==> src/rtl/owbm_pkg.sv <==
// Shared types, codes and timing constants of the one-wire bus master.
package owbm_pkg;

    // Command kinds.
    localparam logic [1:0] KIND_RESET = 2'd0;
    localparam logic [1:0] KIND_WRITE = 2'd1;
    localparam logic [1:0] KIND_READ  = 2'd2;

    // Line drive codes.
    localparam logic [1:0] DRIVE_RELEASE = 2'd0;
    localparam logic [1:0] DRIVE_LOW     = 2'd1;
    localparam logic [1:0] DRIVE_HIGH    = 2'd2;

    // Configuration register indexes.
    localparam logic [1:0] CFG_TICKS_PER_US    = 2'd0;
    localparam logic [1:0] CFG_FAST_MODE       = 2'd1;
    localparam logic [1:0] CFG_LOW_PULSE_TICKS = 2'd2;

    // Configuration reset values.
    localparam logic [7:0] RST_TICKS_PER_US    = 8'd100;
    localparam logic       RST_FAST_MODE       = 1'b0;
    localparam logic [7:0] RST_LOW_PULSE_TICKS = 8'd5;

    // Bus timing in microseconds.
    localparam logic [5:0] US_RST_LOW   = 6'd54;
    localparam logic [5:0] US_RST_WAIT  = 6'd9;
    localparam logic [5:0] US_RST_REC   = 6'd50;
    localparam logic [5:0] US_WR_LOW    = 6'd1;
    localparam logic [5:0] US_WR_SLOT   = 6'd10;
    localparam logic [5:0] US_WR_SLOT_F = 6'd8;
    localparam logic [5:0] US_WR_HIGH   = 6'd5;
    localparam logic [5:0] US_WR_HIGH_F = 6'd6;
    localparam logic [5:0] US_RD_WAIT   = 6'd5;
    localparam logic [5:0] US_RD_HIGH   = 6'd6;

    // Width of a phase duration: 54 us at 255 ticks/us fits.
    localparam int DUR_W = 14;

    // Saturation point of the vote counter.
    localparam logic [2:0] VOTE_CAP = 3'd7;

    typedef struct packed {
        logic       start;
        logic [1:0] kind;
        logic [7:0] write_data;
        logic       line_in;
    } t_item;

    typedef struct packed {
        logic [1:0] line_drive;
        logic       busy_res;
        logic       done_res;
        logic       presence;
        logic [7:0] read_data;
    } t_result;

    // Ticks for n microseconds; a rate of zero counts as one.
    function automatic logic [DUR_W-1:0] us_dur(input logic [7:0] tpu, input logic [5:0] n);
        logic [7:0] t;
        t = (tpu == 8'd0) ? 8'd1 : tpu;
        return DUR_W'({6'b0, t} * {8'b0, n});
    endfunction

endpackage

==> src/rtl/owbm_fifo.sv <==
// Two-entry queue used on both sides of the sequencer.
module owbm_fifo #(
    parameter int WIDTH = 1
) (
    input  logic             i_clk,
    input  logic             i_rst_n,
    input  logic             i_push,
    input  logic [WIDTH-1:0] i_data,
    output logic             o_full,
    input  logic             i_pop,
    output logic [WIDTH-1:0] o_data,
    output logic             o_empty
);
    logic [WIDTH-1:0] r_mem [2];
    logic             r_wr;
    logic             r_rd;
    logic [1:0]       r_cnt;
    logic             push_ok;
    logic             pop_ok;

    assign o_full  = (r_cnt == 2'd2);
    assign o_empty = (r_cnt == 2'd0);
    assign push_ok = i_push && !o_full;
    assign pop_ok  = i_pop && !o_empty;
    assign o_data  = r_mem[r_rd];

    always_ff @(posedge i_clk) begin
        if (push_ok) begin
            r_mem[r_wr] <= i_data;
        end
    end

    always_ff @(posedge i_clk) begin
        if (!i_rst_n) begin
            r_wr  <= 1'b0;
            r_rd  <= 1'b0;
            r_cnt <= 2'd0;
        end else begin
            if (push_ok) begin
                r_wr <= ~r_wr;
            end
            if (pop_ok) begin
                r_rd <= ~r_rd;
            end
            case ({push_ok, pop_ok})
                2'b10:   r_cnt <= r_cnt + 2'd1;
                2'b01:   r_cnt <= r_cnt - 2'd1;
                default: r_cnt <= r_cnt;
            endcase
        end
    end
endmodule

==> src/rtl/owbm_front.sv <==
// Front end: classify each tick's command and queue it for the sequencer.
module owbm_front
    import owbm_pkg::*;
(
    input  logic       i_clk,
    input  logic       i_rst_n,
    input  logic       i_push,
    output logic       o_full,
    input  logic       i_cmd_valid,
    input  logic [1:0] i_kind,
    input  logic [7:0] i_write_data,
    input  logic       i_line_in,
    input  logic       i_pop,
    output logic       o_empty,
    output t_item      o_item
);
    t_item item;

    // Clear the start flag of unknown kinds so the back end only starts real commands.
    always_comb begin
        item.start      = i_cmd_valid && (i_kind inside {KIND_RESET, KIND_WRITE, KIND_READ});
        item.kind       = i_kind;
        item.write_data = i_write_data;
        item.line_in    = i_line_in;
    end

    owbm_fifo #(
        .WIDTH($bits(t_item))
    ) u_queue (
        .i_clk  (i_clk),
        .i_rst_n(i_rst_n),
        .i_push (i_push),
        .i_data (item),
        .o_full (o_full),
        .i_pop  (i_pop),
        .o_data (o_item),
        .o_empty(o_empty)
    );
endmodule

==> src/rtl/owbm_core.sv <==
// Back end: bus slot sequencer, phase timer, shifter, vote counter and registers.
module owbm_core
    import owbm_pkg::*;
#(
    parameter int VOTE_SAMPLES  = 7,
    parameter int BITS_PER_BYTE = 8,
    parameter int TIMER_BITS    = 16
) (
    input  logic       i_clk,
    input  logic       i_rst_n,
    input  t_item      i_item,
    input  logic       i_item_valid,
    output logic       o_item_pop,
    output t_result    o_res,
    output logic       o_res_push,
    input  logic       i_res_full,
    input  logic       i_cfg_valid,
    output logic       o_cfg_ready,
    input  logic [1:0] i_cfg_index,
    input  logic [7:0] i_cfg_data
);
    localparam logic [TIMER_BITS-1:0] TIMER_MAX = {TIMER_BITS{1'b1}};

    typedef enum logic [3:0] {
        PH_IDLE, PH_RST_LOW, PH_RST_WAIT, PH_RST_REC,
        PH_WR_LOW, PH_WR_SLOT, PH_WR_HIGH,
        PH_RD_LOW, PH_RD_REL, PH_RD_SAMPLE, PH_RD_WAIT, PH_RD_HIGH
    } t_phase;

    // Configuration and per-phase durations.
    logic [7:0]       r_tpu, n_tpu;
    logic             r_fast, n_fast;
    logic [7:0]       r_lpt, n_lpt;
    logic             cfg_wr;
    logic [7:0]       n_pulse;
    logic [DUR_W-1:0] r_len_rst_low, r_len_rst_wait, r_len_rst_rec;
    logic [DUR_W-1:0] r_len_wr_low, r_len_wr_slot, r_len_wr_high;
    logic [DUR_W-1:0] r_len_rd_low, r_len_rd_rel, r_len_rd_wait, r_len_rd_high;

    // Sequencer state.
    t_phase                r_phase, n_phase, st_phase;
    logic [1:0]            r_op, n_op, st_op;
    logic [TIMER_BITS-1:0] r_tm, n_tm, st_tm, tm_inc, len;
    logic [2:0]            r_bi, n_bi, st_bi;
    logic [7:0]            r_sb, n_sb, st_sb;
    logic [2:0]            r_vc, n_vc, st_vc;
    logic                  r_pres, n_pres;
    logic [7:0]            r_rhold, n_rhold;
    logic                  fire, busy, done, vbit;
    logic [1:0]            drive;

    assign o_cfg_ready = 1'b1;
    assign cfg_wr      = i_cfg_valid;

    always_comb begin
        n_tpu  = r_tpu;
        n_fast = r_fast;
        n_lpt  = r_lpt;
        if (!i_rst_n) begin
            n_tpu  = RST_TICKS_PER_US;
            n_fast = RST_FAST_MODE;
            n_lpt  = RST_LOW_PULSE_TICKS;
        end else if (cfg_wr) begin
            case (i_cfg_index)
                CFG_TICKS_PER_US:    n_tpu  = i_cfg_data;
                CFG_FAST_MODE:       n_fast = i_cfg_data[0];
                CFG_LOW_PULSE_TICKS: n_lpt  = i_cfg_data;
                default:             n_tpu  = r_tpu;
            endcase
        end
        n_pulse = (n_lpt == 8'd0) ? 8'd1 : n_lpt;
    end

    always_ff @(posedge i_clk) begin
        r_tpu  <= n_tpu;
        r_fast <= n_fast;
        r_lpt  <= n_lpt;
    end

    // Precompute durations from the values the registers are about to hold.
    always_ff @(posedge i_clk) begin
        r_len_rst_low  <= us_dur(n_tpu, US_RST_LOW);
        r_len_rst_wait <= us_dur(n_tpu, US_RST_WAIT);
        r_len_rst_rec  <= us_dur(n_tpu, US_RST_REC);
        r_len_wr_low   <= n_fast ? DUR_W'(n_pulse) : us_dur(n_tpu, US_WR_LOW);
        r_len_wr_slot  <= us_dur(n_tpu, n_fast ? US_WR_SLOT_F : US_WR_SLOT);
        r_len_wr_high  <= us_dur(n_tpu, n_fast ? US_WR_HIGH_F : US_WR_HIGH);
        r_len_rd_low   <= DUR_W'(n_pulse);
        r_len_rd_rel   <= n_fast ? '0 : DUR_W'(n_tpu >> 1);
        r_len_rd_wait  <= us_dur(n_tpu, US_RD_WAIT);
        r_len_rd_high  <= us_dur(n_tpu, US_RD_HIGH);
    end

    assign fire       = i_item_valid && !i_res_full;
    assign o_item_pop = fire;
    assign o_res_push = fire;

    always_comb begin
        // Start a command only from idle.
        st_phase = r_phase;
        st_op    = r_op;
        st_tm    = r_tm;
        st_bi    = r_bi;
        st_sb    = r_sb;
        st_vc    = r_vc;
        if (r_phase == PH_IDLE && i_item.start) begin
            st_op = i_item.kind;
            st_tm = '0;
            st_bi = 3'd0;
            st_vc = 3'd0;
            st_sb = (i_item.kind == KIND_WRITE) ? i_item.write_data : 8'd0;
            case (i_item.kind)
                KIND_RESET: st_phase = PH_RST_LOW;
                KIND_WRITE: st_phase = PH_WR_LOW;
                default:    st_phase = PH_RD_LOW;
            endcase
        end
        busy = (st_phase != PH_IDLE);

        case (st_phase)
            PH_RST_LOW, PH_WR_LOW, PH_RD_LOW: drive = DRIVE_LOW;
            PH_WR_SLOT:                       drive = st_sb[st_bi] ? DRIVE_HIGH : DRIVE_LOW;
            PH_WR_HIGH, PH_RD_HIGH:           drive = DRIVE_HIGH;
            default:                          drive = DRIVE_RELEASE;
        endcase

        case (st_phase)
            PH_RST_LOW:   len = TIMER_BITS'(r_len_rst_low);
            PH_RST_WAIT:  len = TIMER_BITS'(r_len_rst_wait);
            PH_RST_REC:   len = TIMER_BITS'(r_len_rst_rec);
            PH_WR_LOW:    len = TIMER_BITS'(r_len_wr_low);
            PH_WR_SLOT:   len = TIMER_BITS'(r_len_wr_slot);
            PH_WR_HIGH:   len = TIMER_BITS'(r_len_wr_high);
            PH_RD_LOW:    len = TIMER_BITS'(r_len_rd_low);
            PH_RD_REL:    len = TIMER_BITS'(r_len_rd_rel);
            PH_RD_SAMPLE: len = r_fast ? TIMER_BITS'(VOTE_SAMPLES) : TIMER_BITS'(1);
            PH_RD_WAIT:   len = TIMER_BITS'(r_len_rd_wait);
            PH_RD_HIGH:   len = TIMER_BITS'(r_len_rd_high);
            default:      len = TIMER_BITS'(1);
        endcase
        tm_inc = (st_tm == TIMER_MAX) ? st_tm : st_tm + TIMER_BITS'(1);

        n_phase = st_phase;
        n_op    = st_op;
        n_tm    = st_tm;
        n_bi    = st_bi;
        n_sb    = st_sb;
        n_vc    = st_vc;
        n_pres  = r_pres;
        n_rhold = r_rhold;
        done    = 1'b0;
        vbit    = 1'b0;

        if (busy) begin
            if (st_phase == PH_RST_REC && st_tm == '0) begin
                n_pres = !i_item.line_in;
            end
            if (st_phase == PH_RD_SAMPLE && st_vc != VOTE_CAP) begin
                n_vc = st_vc + {2'b0, i_item.line_in};
            end
            n_tm = tm_inc;
            vbit = r_fast ? (({1'b0, n_vc} + 4'd2) > 4'(VOTE_SAMPLES)) : (n_vc != 3'd0);
            if (tm_inc >= len) begin
                n_tm = '0;
                case (st_phase)
                    PH_RST_LOW:  n_phase = PH_RST_WAIT;
                    PH_RST_WAIT: n_phase = PH_RST_REC;
                    PH_RST_REC: begin
                        n_phase = PH_IDLE;
                        done    = 1'b1;
                    end
                    PH_WR_LOW:   n_phase = PH_WR_SLOT;
                    PH_WR_SLOT:  n_phase = PH_WR_HIGH;
                    PH_RD_LOW: begin
                        n_phase = (r_len_rd_rel != '0) ? PH_RD_REL : PH_RD_SAMPLE;
                        n_vc    = 3'd0;
                    end
                    PH_RD_REL: begin
                        n_phase = PH_RD_SAMPLE;
                        n_vc    = 3'd0;
                    end
                    PH_RD_SAMPLE: begin
                        n_sb    = st_sb | (8'({7'd0, vbit}) << st_bi);
                        n_vc    = 3'd0;
                        n_phase = PH_RD_WAIT;
                    end
                    PH_RD_WAIT:  n_phase = PH_RD_HIGH;
                    PH_WR_HIGH, PH_RD_HIGH: begin
                        // Finish the byte or start its next bit.
                        if (({1'b0, st_bi} + 4'd1) >= 4'(BITS_PER_BYTE)) begin
                            if (st_op == KIND_READ) begin
                                n_rhold = st_sb;
                            end
                            n_phase = PH_IDLE;
                            done    = 1'b1;
                        end else begin
                            n_bi    = st_bi + 3'd1;
                            n_phase = (st_op == KIND_WRITE) ? PH_WR_LOW : PH_RD_LOW;
                        end
                    end
                    default:     n_phase = PH_IDLE;
                endcase
            end
        end

        o_res.line_drive = drive;
        o_res.busy_res   = busy;
        o_res.done_res   = done;
        o_res.presence   = n_pres;
        o_res.read_data  = n_rhold;
    end

    always_ff @(posedge i_clk) begin
        if (!i_rst_n) begin
            r_phase <= PH_IDLE;
            r_op    <= 2'd0;
            r_tm    <= '0;
            r_bi    <= 3'd0;
            r_sb    <= 8'd0;
            r_vc    <= 3'd0;
            r_pres  <= 1'b0;
            r_rhold <= 8'd0;
        end else if (fire) begin
            r_phase <= n_phase;
            r_op    <= n_op;
            r_tm    <= n_tm;
            r_bi    <= n_bi;
            r_sb    <= n_sb;
            r_vc    <= n_vc;
            r_pres  <= n_pres;
            r_rhold <= n_rhold;
        end
    end
endmodule

==> src/rtl/one_wire_bus_master.sv <==
// Flow: a tick request waits in the input queue until the sequencer takes it; its
//   result is then written into the output queue behind any earlier results.
// Throughput: one tick per cycle while the result queue has room; the sequencer
//   does a tick's whole step per cycle and the two-entry queues keep both streaming.
// Reset: synchronous, active low; empties both queues, returns the sequencer
//   to idle and loads the default register values. cfg_ready is always high.
module one_wire_bus_master
    import owbm_pkg::*;
#(
    parameter int VOTE_SAMPLES  = 7,
    parameter int BITS_PER_BYTE = 8,
    parameter int TIMER_BITS    = 16
) (
    input  logic       i_clk,
    input  logic       i_rst_n,
    // Tick requests in.
    input  logic       push,
    output logic       full,
    input  logic       i_cmd_valid,
    input  logic [1:0] i_kind,
    input  logic [7:0] i_write_data,
    input  logic       i_line_in,
    // Tick results out.
    output logic       empty,
    input  logic       pop,
    output logic [1:0] o_line_drive,
    output logic       o_busy_res,
    output logic       o_done_res,
    output logic       o_presence,
    output logic [7:0] o_read_data,
    // Register writes.
    input  logic       cfg_valid,
    output logic       cfg_ready,
    input  logic [1:0] i_cfg_index,
    input  logic [7:0] i_cfg_data
);
    t_item   item;
    logic    in_empty;
    logic    item_pop;
    t_result res;
    logic    res_push;
    logic    out_full;
    t_result out_res;

    // Front end: classify each tick and hold it until the sequencer takes it.
    owbm_front u_front (
        .i_clk       (i_clk),
        .i_rst_n     (i_rst_n),
        .i_push      (push),
        .o_full      (full),
        .i_cmd_valid (i_cmd_valid),
        .i_kind      (i_kind),
        .i_write_data(i_write_data),
        .i_line_in   (i_line_in),
        .i_pop       (item_pop),
        .o_empty     (in_empty),
        .o_item      (item)
    );

    // Back end: advance the bus sequencer one tick per request taken.
    // It stalls only when the result queue has no room.
    owbm_core #(
        .VOTE_SAMPLES (VOTE_SAMPLES),
        .BITS_PER_BYTE(BITS_PER_BYTE),
        .TIMER_BITS   (TIMER_BITS)
    ) u_core (
        .i_clk       (i_clk),
        .i_rst_n     (i_rst_n),
        .i_item      (item),
        .i_item_valid(!in_empty),
        .o_item_pop  (item_pop),
        .o_res       (res),
        .o_res_push  (res_push),
        .i_res_full  (out_full),
        .i_cfg_valid (cfg_valid),
        .o_cfg_ready (cfg_ready),
        .i_cfg_index (i_cfg_index),
        .i_cfg_data  (i_cfg_data)
    );

    // Result queue: hold finished results while the consumer stalls.
    owbm_fifo #(
        .WIDTH($bits(t_result))
    ) u_out_queue (
        .i_clk  (i_clk),
        .i_rst_n(i_rst_n),
        .i_push (res_push),
        .i_data (res),
        .o_full (out_full),
        .i_pop  (pop),
        .o_data (out_res),
        .o_empty(empty)
    );

    assign o_line_drive = out_res.line_drive;
    assign o_busy_res   = out_res.busy_res;
    assign o_done_res   = out_res.done_res;
    assign o_presence   = out_res.presence;
    assign o_read_data  = out_res.read_data;

`ifndef ASSERT_OFF
    // The sequencer never pushes a result into a full result queue.
    a_no_overflow: assert property (@(posedge i_clk) disable iff (!i_rst_n)
        res_push |-> !out_full)
        else $error("result pushed into full queue");

    // A completing tick always belongs to a running command.
    a_done_busy: assert property (@(posedge i_clk) disable iff (!i_rst_n)
        (res_push && res.done_res) |-> res.busy_res)
        else $error("done without busy");

    // A waiting request with room downstream is always processed.
    a_no_idle_stall: assert property (@(posedge i_clk) disable iff (!i_rst_n)
        (!in_empty && !out_full) |-> (res_push && item_pop))
        else $error("sequencer stalled with work and room");
`endif
endmodule
==> config.mk <==
export PLATFORM = sky130hd
export DESIGN_NAME = one_wire_bus_master
export DESIGN_NICKNAME = d
export VERILOG_FILES = /design/src/rtl/owbm_pkg.sv /design/src/rtl/owbm_fifo.sv /design/src/rtl/owbm_front.sv /design/src/rtl/owbm_core.sv /design/src/rtl/one_wire_bus_master.sv
export SDC_FILE = /design/constraint.sdc
export NUM_CORES = 1
export LEC_CHECK = 0
export ABC_AREA = 1
export BUFFER_PORTS_ARGS = -buffer_cell sky130_fd_sc_hd__clkbuf_2
export CAP_MARGIN = 10
export CORE_ASPECT_RATIO = 0.75
export CORE_UTILIZATION = 45
export CTS_CLUSTER_DIAMETER = 50
export DETAILED_ROUTE_END_ITERATION = 8
export GPL_ROUTABILITY_DRIVEN = 1
export SLEW_MARGIN = 0
export SYNTH_ARGS = -nofsm -noshare
export SYNTH_HDL_FRONTEND = slang
export SYNTH_SLANG_ARGS = --single-unit
==> constraint.sdc <==
create_clock -name i_clk -period 6.4 [get_ports i_clk]
set_input_delay 1.28 -clock i_clk [delete_from_list [all_inputs] [get_ports i_clk]]
set_output_delay 1.28 -clock i_clk [all_outputs]
set_load 0.02 [all_outputs]
==> metrics.txt, run 1 <==
P&R area growth vs syn=12.6%; fill cell count=2549; vias=roughly 10k; ys async rst share=0%; chip width=just under 200 um; most frequent cell after synthesis=nand2_1; # rows=52; Max-slew headroom=between 20% and 30%; multi-input logic area=between 6000 and 7000 um2; clk buf depth=3; largest net degree at the start of global routing=56; failing checks=design-rule violations; Yosys top cell area share=a little over a quarter; Post-CTS Setup Inserts=0; CP Max Fanout=20; Die Y-Extent=approximately 150 um; crit start category=flip-flop; Ports=43; gpl congestion=a little over 0.9; Hold Violations, Final=0; count of cells resized by post-cts repair=0; largest cells by area after synthesis=dfxtp_1 27%, edfxtp_1 12%, ha_1 11%; Post-Synthesis Cells=around 1.6k; FF+latch area=4780 um2; vias per inst=5.16; Die Area=around 28000 um2; # DRC=4; core area=~27000 um2; clk root buf=clkbuf_16; Routed WL per cell=about 16 um; later-pin clock latency in the skew report=roughly 550 ps; WS Path Type=reg -> reg; setup TNS=0 ps; Routed WL=approximately 32 mm; initial core utilization=between 40% and 50%; number of global-route vias before repair=between 9k and 10k; Most used DFF post-synth=dfxtp_1; Crit path top cell by count=nand2_1; Syn Nets=1718; first-pass GRT wire length=roughly 52 mm; Final setup viols=0; critical hold path startpoint=u_front.u_queue.r_rd; outcome=finished, violations left; Worst EP required=6870 ps; RSZ-0062 raised after global routing=false; slowest CP cell=dfxtp_1; clock-pin slew on the worst setup and hold paths=~60 ps; clock sinks=roughly 210; final worst path period need=between 5000 and 6000 ps; gr ovfl total=0; area of the mapped netlist=about 12000 um2; hold depth=1; final hold slack=between 400 and 500 ps; PortBufs=a little over 40; buffer and inverter count on the worst path=5; Total GRT Usage=a little under a quarter; Max VDD drop=approximately 0.00046 V; Yosys cell types=48; CTS buffer count=27; number of enable flip-flop cells after synthesis=50; DRT Pass-1 Iters=7; biggest area consumer among synthesized cells=dfxtp_1; #FFs+latches synth=roughly 210; R2R cell count=30; Ant. Diodes=0; critical path arrival=5780 ps; R2R setup slack=between 1000 and 1500 ps; Critical Path End Type=flip-flop; reg2reg end=u_core.r_tm[11]; hold crit path type=reg -> reg; Core Util, Final=approximately half; initial antenna violation count=0; H-tree Lvls=1; hold_buf cts=0; TritonCTS clock tree=done; Crit path max-delay family=simple AND/OR/NAND/NOR gates; Post-synth top cells=354 x nand2_1, 187 x inv_1, 167 x nor2_1; post-route ant nets=0; NumNets Final=about 1.8k; DRT iter0 DRCs=663; Worst Tran Pin Value=between 1000 and 1500 ps; Final Skew=slightly above 20 ps; final worst-path cycle share=roughly 83%; Fmax achieved=188 MHz; Avg Cell Area, Syn=7.94 um2; max incr delay on CP=460 ps; maxcap violations=0; P per Cell Area=about 550 nW/um2; Yosys warning count=0; post-synthesis sequential area ratio=38.7%; Final Max Slew Viols=0; share of cells above drive strength 1=approximately a tenth; Leak=about 6.6 nW; HPWL Detailed=approximately 24 mm
cell type report:
class	instances	area share [%]
Sequential cell	214	34.4
Multi-Input combinational cell	1107	47.8
Timing Repair Buffer	62	2.64
Clock inverter	20	1.64
Clock buffer	30	5.09
Tap cell	351	3.16
Inverter	194	5.24
worst register-to-register path: cells and delay by family, from the launching register on:
| family | cells | cell delay (ps) |
|---|---|---|
| adders and majority gates | 1 | 320 |
| buffers and inverters | 5 | 960 |
| and+or+nand+nor | 19 | 2540 |
| AOI/OAI and AO/OA | 5 | 960 |
| DFF | 1 | 460 |
sequential cells by signal (all words and copies together) (netlist names), 4 cells and up, named ones only:
name / count
u_core.r_len_rst_rec: 9
u_core.r_len_wr_low: 8
u_core.r_len_rd_wait: 9
u_core.r_len_rd_rel: 7
u_core.r_sb: 8
u_core.r_tm: 16
u_core.r_tpu: 8
u_core.r_len_wr_high: 10
u_core.r_rhold: 8
u_core.r_len_rd_low: 8
u_out_queue.r_mem: 26
u_core.r_phase: 4
u_core.r_lpt: 7
u_core.r_len_wr_slot: 11
u_core.r_len_rst_wait: 11
u_front.u_queue.r_mem: 24
u_core.r_len_rd_high: 7
u_core.r_len_rst_low: 13
stage by stage:
| step | total power, mW | setup WS [ps] | cells | instance area, um2 |
|---|---|---|---|---|
| 3_3_place_gp | 5.95 | 752 | 1927 | 13000 |
| 5_1_grt | 8.18 | 490 | 1978 | 13900 |
| 4_1_cts | 7.59 | 1040 | 1977 | 13900 |
| 2_1_floorplan | 4.91 | 1300 | 1556 | 12400 |
| 6_report | 7.59 | 1090 | 1978 | 13900 |
| 3_5_place_dp | 6.00 | 634 | 1927 | 13000 |
routing by layer:
| layer | share of wire, % | GRT usage [%] | up-vias |
|---|---|---|---|
| li1 | - | - | 5187 |
| met1 | 50 | 34.8 | 4694 |
| met2 | 42 | 35.4 | 266 |
| met3 | 5.8 | 3.31 | 58 |
| met4 | 2.0 | 5.60 | 0 |
| met5 | 0 | 0 | - |
where the power goes:
part	switching (mW)	total, mW	internal (mW)
Sequential	0.186	2.00	1.82
Clock	0.668	1.58	0.910
Combinational	2.79	4.00	1.22
how the worst max path moves through the flow:
stage | from | to | slack [ps] | cells after the start
CTS | flip-flop | u_core.r_tm[11] | 1040 | 30
finish | flip-flop | u_core.r_tm[11] | 1090 | 30
global placement | i_cfg_index[0] | u_core.r_len_rst_low[13] | 750 | 25
floorplan | i_cfg_index[0] | u_core.r_len_rst_low[12] | 1300 | 20
detailed placement | i_cfg_index[0] | u_core.r_len_rst_low[13] | 630 | 25
global route | flip-flop | u_core.r_tm[5] | 490 | 31
logic make-up after synthesis:
group | synth area share (%)
AO/OA/AOI/OAI | 11.6
XOR/XNOR | 3.76
adder cells (fa/ha/maj) | 15.4
buffers and inverters | 7.49
flip-flops | 38.7
multiplexers | 1.18
other | 0.0608
AND/OR/NAND/NOR | 21.8
cell usage in the layout (no fill, tap or decap), drive strengths merged, types with 8 or more instances in the layout:
master  synthesis  final
a22o            9      9
nand4          14     14
edfxtp         50     50
nor3           15     15
dfxtp         164    164
clkbuf         23     71
a21oi          98     98
ha            107    107
o21ai         111    111
clkinv          2      8
buf            18     21
fa             28     28
nor2          180    180
xor2           48     48
a31oi           9      9
nand2         359    359
nand3          67     67
inv           192    201
mux2           13     13
(Power assumes the default switching activity.)
==> inputs of run 2 (changes only) <==
Settings changed: ABC_AREA 1 to 0.
Clock period 6.4 ns to 4.9 ns, I/O delays scaled along.
==> run 2 against run 1 <==
Effect of this change:
- the flow now finishes without violations
- die area shrank 2.3%
- global-route usage grew 1.5 points
- hold slack gained 45 ps
- sequential power grew 15%
- flip-flop and latch count is the same
- count of clock-buffer cells in the layout grew 4
- synthesized area shrank 2.3%
- combinational power shrank 9.3%
- non-clock buffer count grew 84
==> metrics.txt, run 2 <==
outcome=completed; share of cells above drive strength 1=18.6%; later-pin clock latency in the skew report=around 540 ps; Synth Area in XOR/XNOR=around 4.3%; Compound-Gate Fraction of Synth Area=~15%; HPWL Detailed=between 20 and 30 mm; gpl congestion=just over 0.9; Fmax achieved=approximately 210 MHz; clk buf depth=3; clock sinks=214; final worst path period need=between 4000 and 5000 ps; post-route ant nets=0; crit start category=flip-flop; max incr delay on CP=380 ps; chip width=approximately 190 um; Crit path max-delay family=compound AO/OA/AOI/OAI gates; DRT Pass-1 Iters=5; most flop-heavy register=u_out_queue.r_mem; Largest register FFs=26; Syn Nets=roughly 1.4k; first-pass GRT wire length=approximately 52 mm; Power Total=~7.9 mW; # rows=approximately 50; biggest area consumer among synthesized cells=dfxtp_1; CP Max Fanout=16; most common cell after layout, fill and taps aside=dfxtp_1; Max VDD drop=0.000464 V; maxcap violations=0; Die Y-Extent=roughly 140 um; Final Max Slew Viols=0; Critical Path End Type=flip-flop; clk root buf=clkbuf_16; Crit path top cell by count=buf_4; main combinational cell family by area after synthesis=adder cells; hold crit path type=reg -> reg; GRT busiest layer=met1; Avg Cell Area, Syn=approximately 9.8 um2; met1 Usage GRT=40.2%; Worst EP required=about 5200 ps; largest registers=u_out_queue.r_mem x26, u_front.u_queue.r_mem x24, u_core.r_tm x16; # DRC=0; Leak=6.25 nW; Routed WL=about 34 mm; Final Skew=about 21 ps; Yosys top cell area share=~27%; WS Path Type=reg -> reg; Ports=43; number of enable flip-flop cells after synthesis=50; most frequent cells in the layout=164 x dfxtp_1, 106 x nand2_1, 106 x nor2_1, 106 x ha_1, 100 x buf_4; buffer and inverter count on the worst path=6; Max-slew headroom=34.8%; met3 Track Usage GR=roughly 4.9%; Cell Area, Placed=between 10000 and 15000 um2; Synth Area in Adders=between 10% and 20%; final worst-path cycle share=a little over nine tenths; Yosys warning count=0; vias=approximately 9.7k; PortBufs=between 40 and 50; Post-Synthesis Cells=1237; Synth Area in Simple Gates=13.9%; largest cells by area after synthesis=dfxtp_1 27%, edfxtp_1 12%, ha_1 11%; Post-synth top cells=164 x dfxtp_1, 108 x nand2_1, 107 x ha_1; Routed WL per cell=19.8 um; Worst Tran Pin Value=975 ps; cells along the critical path=buf_6, mux2i_4, nor2_1, a21oi_2, buf_4, nor3_1, buf_4, a22o_1, a221o_1, a2111oi_2, buf_4, ha_1, nor3_1, nor3_1, o21ai_1, a21oi_2, nor3_4, buf_4, nor3b_4, buf_6, mux2_2; NumNets Final=approximately 1.5k; P&R area growth vs syn=18.3%; clock-pin slew on the worst setup and hold paths=60 ps; RSZ-0062 raised after global routing=false; Die Area=between 20000 and 30000 um2; Ant. Diodes=0; Hold Violations, Final=0; ys async rst share=0%; TritonCTS clock tree=done; gr ovfl total=0; CTS buffer count=26; Total GRT Usage=about a quarter; #FFs+latches synth=about 210; core area=26200 um2; largest net degree at the start of global routing=40; post-synthesis sequential area ratio=about two fifths; setup TNS=0 ps; critical path arrival=just under 5000 ps; initial antenna violation count=0; area of the mapped netlist=~12000 um2; GR Layer Usage met2=between 30% and 40%; Most used DFF post-synth=dfxtp_1; multiplexer area fraction after synthesis=6.61%; number of global-route vias before repair=about 9.2k; Final setup viols=0; H-tree Lvls=1; Yosys cell types=81; DRT iter0 DRCs=approximately 770; hold_buf cts=0; slowest CP cell=dfxtp_1; most frequent cell after synthesis=dfxtp_1; P per Cell Area=about 550 nW/um2; initial core utilization=46.1%; vias per inst=5.67; Final Cell Area=around 14000 um2
==> run 2: cell types whose count changed in the layout (fill, tap and decap cells not counted), sizes merged, moves of 14 or more <==
cell / previous run / this run
nand2: 359 / 108
inv: 201 / 82
buf: 21 / 105
nor2: 180 / 106
o21ai: 111 / 47
nand3: 67 / 25
mux2i: 0 / 39
xnor2: 5 / 41
a21oi: 98 / 65
xor2: 48 / 18
a21o: 1 / 22
mux2: 13 / 31
nor3: 15 / 29
==> run 2: path summary, 6_finish.rpt <==
kind,startpoint,depth (start not counted),slack [ps],to
hold reg to reg,u_core.r_pres,2,490,u_core.r_pres
setup / recovery,flip-flop,21,200,u_out_queue.r_mem[0][7]
setup reg to reg,flip-flop,21,200,u_out_queue.r_mem[0][7]
hold / removal,u_core.r_pres,2,490,u_core.r_pres
==> run 2: through the flow <==
stage / setup WS [ps] / instances / hold slack, ps / utilization, %
global placement: -26.4 / 1667 / 451 / 50.9
CTS: 33.2 / 1713 / 487 / 54.3
finish: 201 / 1716 / 495 / 54.6
floorplan: -40.7 / 1237 / 436 / -
detailed placement: -135 / 1667 / 474 / 50.9
global route: 14.5 / 1716 / 507 / 54.6
==> run 2: logic make-up (layout without fill, tap and decap cells) <==
family / after synthesis / after routing
compound gates: 269 / 269
xor+xnor: 59 / 59
fa+ha+maj: 136 / 136
buf+inv: 135 / 270
flops: 214 / 214
mux: 72 / 72
other cells: 2 / 2
simple gates: 350 / 350
==> run 2: report_power, final <==
part,internal [mW],switching (mW)
registers,2.14,0.161
clock network,1.16,0.812
logic,1.41,2.22
total,4.71,3.19
==> run 2: layout make-up <==
class | count | area, um2
tap | 344 | 430
clock buffer | 34 | 757
timing repair buffer | 146 | 1020
inverter | 78 | 293
clock inverter | 12 | 131
sequential | 214 | 4780
fill | 2371 | 11900
multi-input combinational | 888 | 6860
==> run 2: repair_timing <==
item	CTS	global route
setup endpoints to repair	19	40
setup buffers	0	2
resized for setup	2	9
pin swaps	0	5
endpoints found under the hold margin	0	0
==> run 2: tightest hold or removal path: stages (launching register included) <==
cell and delay (ps):
dfxtp_1 290, inv_1 80, a211oi_1 70
==> run 2: layer usage <==
layer	vias up	share of wire, %
met1	4682	53
met4	0	1.3
li1	4698	-
met3	33	7.3
met5	-	0
met2	317	39
==> inputs of run 3 (changes only) <==
Settings changed: ABC_AREA 0 to 1, CAP_MARGIN 10 to 5.
Clock period 4.9 ns to 4.4 ns, I/O delays scaled along.
==> run 3 against run 2 <==
Effect of this change:
- the run now ends with design-rule violations left
- first-iteration DRC count down 25%
- critical endpoint is now u_out_queue.r_mem[0][5]
- flip-flop and latch count unchanged
- setup slack better by 56 ps
- sequential power up 27%
- count of clock-buffer cells in the layout unchanged
- clock power up 15%
- largest power group unchanged
- combinational power up 91%
- clock skew down 0.73 ps
- global-route usage down 1.2 points
- routed wire length down 1.9%
==> metrics.txt, run 3 (synthesis results as in run 1) <==
Ports=43; PortBufs=slightly above 40; # DRC=4; H-tree Lvls=1; Die Area=~28000 um2; Die Y-Extent=around 150 um; HPWL Detailed=~25 mm; R2R setup slack=260 ps; later-pin clock latency in the skew report=between 500 and 600 ps; post-route ant nets=0; Hold Violations, Final=0; core area=27000 um2; failing checks=design-rule violations; Routed WL=around 33 mm; Total GRT Usage=a little under a quarter; dpl ws=-337 ps; chip width=between 150 and 200 um; Cell Area, Placed=13800 um2; Max VDD drop=roughly 0.00037 V; maxcap violations=0; clk root buf=clkbuf_16; number of global-route vias before repair=~10k; NumNets Final=about 1.9k; hold_buf cts=0; Crit path top cell by count=nand2_1; Max-slew headroom=a little under a quarter; Core Util, Final=55.3%; most flop-heavy register=u_out_queue.r_mem; largest registers=u_out_queue.r_mem x26, u_front.u_queue.r_mem x24, u_core.r_tm x16; Worst EP required=around 4700 ps; TritonCTS clock tree=done; final worst-path cycle share=between 90% and 100%; final worst slack=~260 ps; final worst path period need=4140 ps; most frequent cells in the layout=347 x nand2_1, 184 x inv_1, 163 x dfxtp_1; critical path arrival=~4400 ps; slowest CP cell=dfxtp_4; share of cells above drive strength 1=between 10% and 20%; gr ovfl total=0; clk buf depth=3; vias per inst=roughly 5.2; gpl congestion=roughly 0.9; outcome=finished, violations left; clock sinks=214; Final Skew=between 20 and 25 ps; vias=10.8k; hold crit path type=reg -> reg; Worst Tran Pin Value=between 1000 and 1500 ps; # rows=52; FF+latch area=approximately 4800 um2; Largest register FFs=26; crit start category=flip-flop; Routed WL per cell=between 15 and 20 um; Power Total=roughly 12 mW; initial core utilization=between 40 and 50%; crit path capture=u_out_queue.r_mem[0][5]; DRT iter0 DRCs=between 500 and 600; P per Cell Area=roughly 810 nW/um2; P&R area growth vs syn=20.8%; Ant. Diodes=0; first-pass GRT wire length=between 50 and 60 mm; CTS buffer count=28; Critical Path End Type=flip-flop; dpl cells=2025; reg2reg end=u_out_queue.r_mem[0][5]; max incr delay on CP=roughly 360 ps; initial antenna violation count=0; most common cell after layout, fill and taps aside=nand2_1; CP Max Fanout=8; multi-input logic area=6820 um2; largest net degree at the start of global routing=between 50 and 60; DRT Pass-1 Iters=7; post-route insts no fill=2087; R2R cell count=30; fill cell count=around 2.6k; Final Cell Area=14900 um2; clock-pin slew on the worst setup and hold paths=~60 ps; Fmax achieved=241 MHz; Leak=between 7 and 8 nW; Final setup viols=0; WS Path Type=reg -> reg; Final Max Slew Viols=0
[run 3: cell count changes in the layout (fill, tap and decap cells not counted), moves of 17 or more]
cell	change
nand2_1	+241
inv_1	+110
nor2_1	+50
o21ai_0	+46
nand3_1	+40
mux2i_1	-37
xnor2_1	-36
a21oi_1	+33
xor2_1	+30
buf_4	+24
a21o_1	-21
mux2_2	-17
o21ai_1	+17
[run 3: routing by layer]
| metal | GRT usage, % | vias to the layer above | part of all wire [%] |
|---|---|---|---|
| met3 | 3.71 | 42 | 4.4 |
| met5 | 0 | - | 0 |
| li1 | - | 5418 | - |
| met1 | 32.4 | 5113 | 48 |
| met2 | 39.4 | 205 | 46 |
| met4 | 5.44 | 0 | 1.8 |
[run 3: per-stage QoR]
stage               setup TNS [ps]  hold WS, ps
floorplan                        0          426
global placement             -1030          437
detailed placement           -2160          451
CTS                              0          460
global route                 -1400          484
finish                           0          465
[run 3: worst max-delay path, delay by kind of cell, from the launching register on]
kind / cells / cell delay [ps]
flip-flops: 1 / 360
adder cells (fa/ha/maj): 1 / 310
AO/OA/AOI/OAI: 2 / 220
buffers and inverters: 9 / 1030
AND/OR/NAND/NOR: 18 / 1940
[run 3: layout make-up]
type	instances	area share (%)
Tap cell	351	2.94
Multi-Input combinational cell	1108	45.7
Sequential cell	214	32.1
Timing Repair Buffer	168	8.01
Inverter	194	4.92
Clock inverter	18	1.28
Clock buffer	34	5.06
[run 3: timing repair]
action	CTS	global route
setup endpoints to repair	54	62
cloned	0	1
pin swaps	0	12
setup buffers	0	9
gates resized for setup	1	37
[run 3: report_power, final]
group / internal (mW) / leakage (nW) / switching (mW)
Clock: 1.32 / 0.468 / 0.960
Sequential: 2.65 / 1.83 / 0.266
Combinational: 2.57 / 4.85 / 4.39
Total: 6.54 / 7.15 / 5.61
[run 3: worst min path at each step]
stage / start / end / depth (start not counted)
finish: u_front.u_queue.r_rd / u_front.u_queue.r_rd / 1
global route: u_front.u_queue.r_rd / u_front.u_queue.r_rd / 1
CTS: u_out_queue.r_rd / u_out_queue.r_rd / 1
detailed placement: u_front.u_queue.r_rd / flip-flop / 1
global placement: u_out_queue.r_rd / u_out_queue.r_rd / 1
floorplan: u_front.u_queue.r_rd / flip-flop / 1
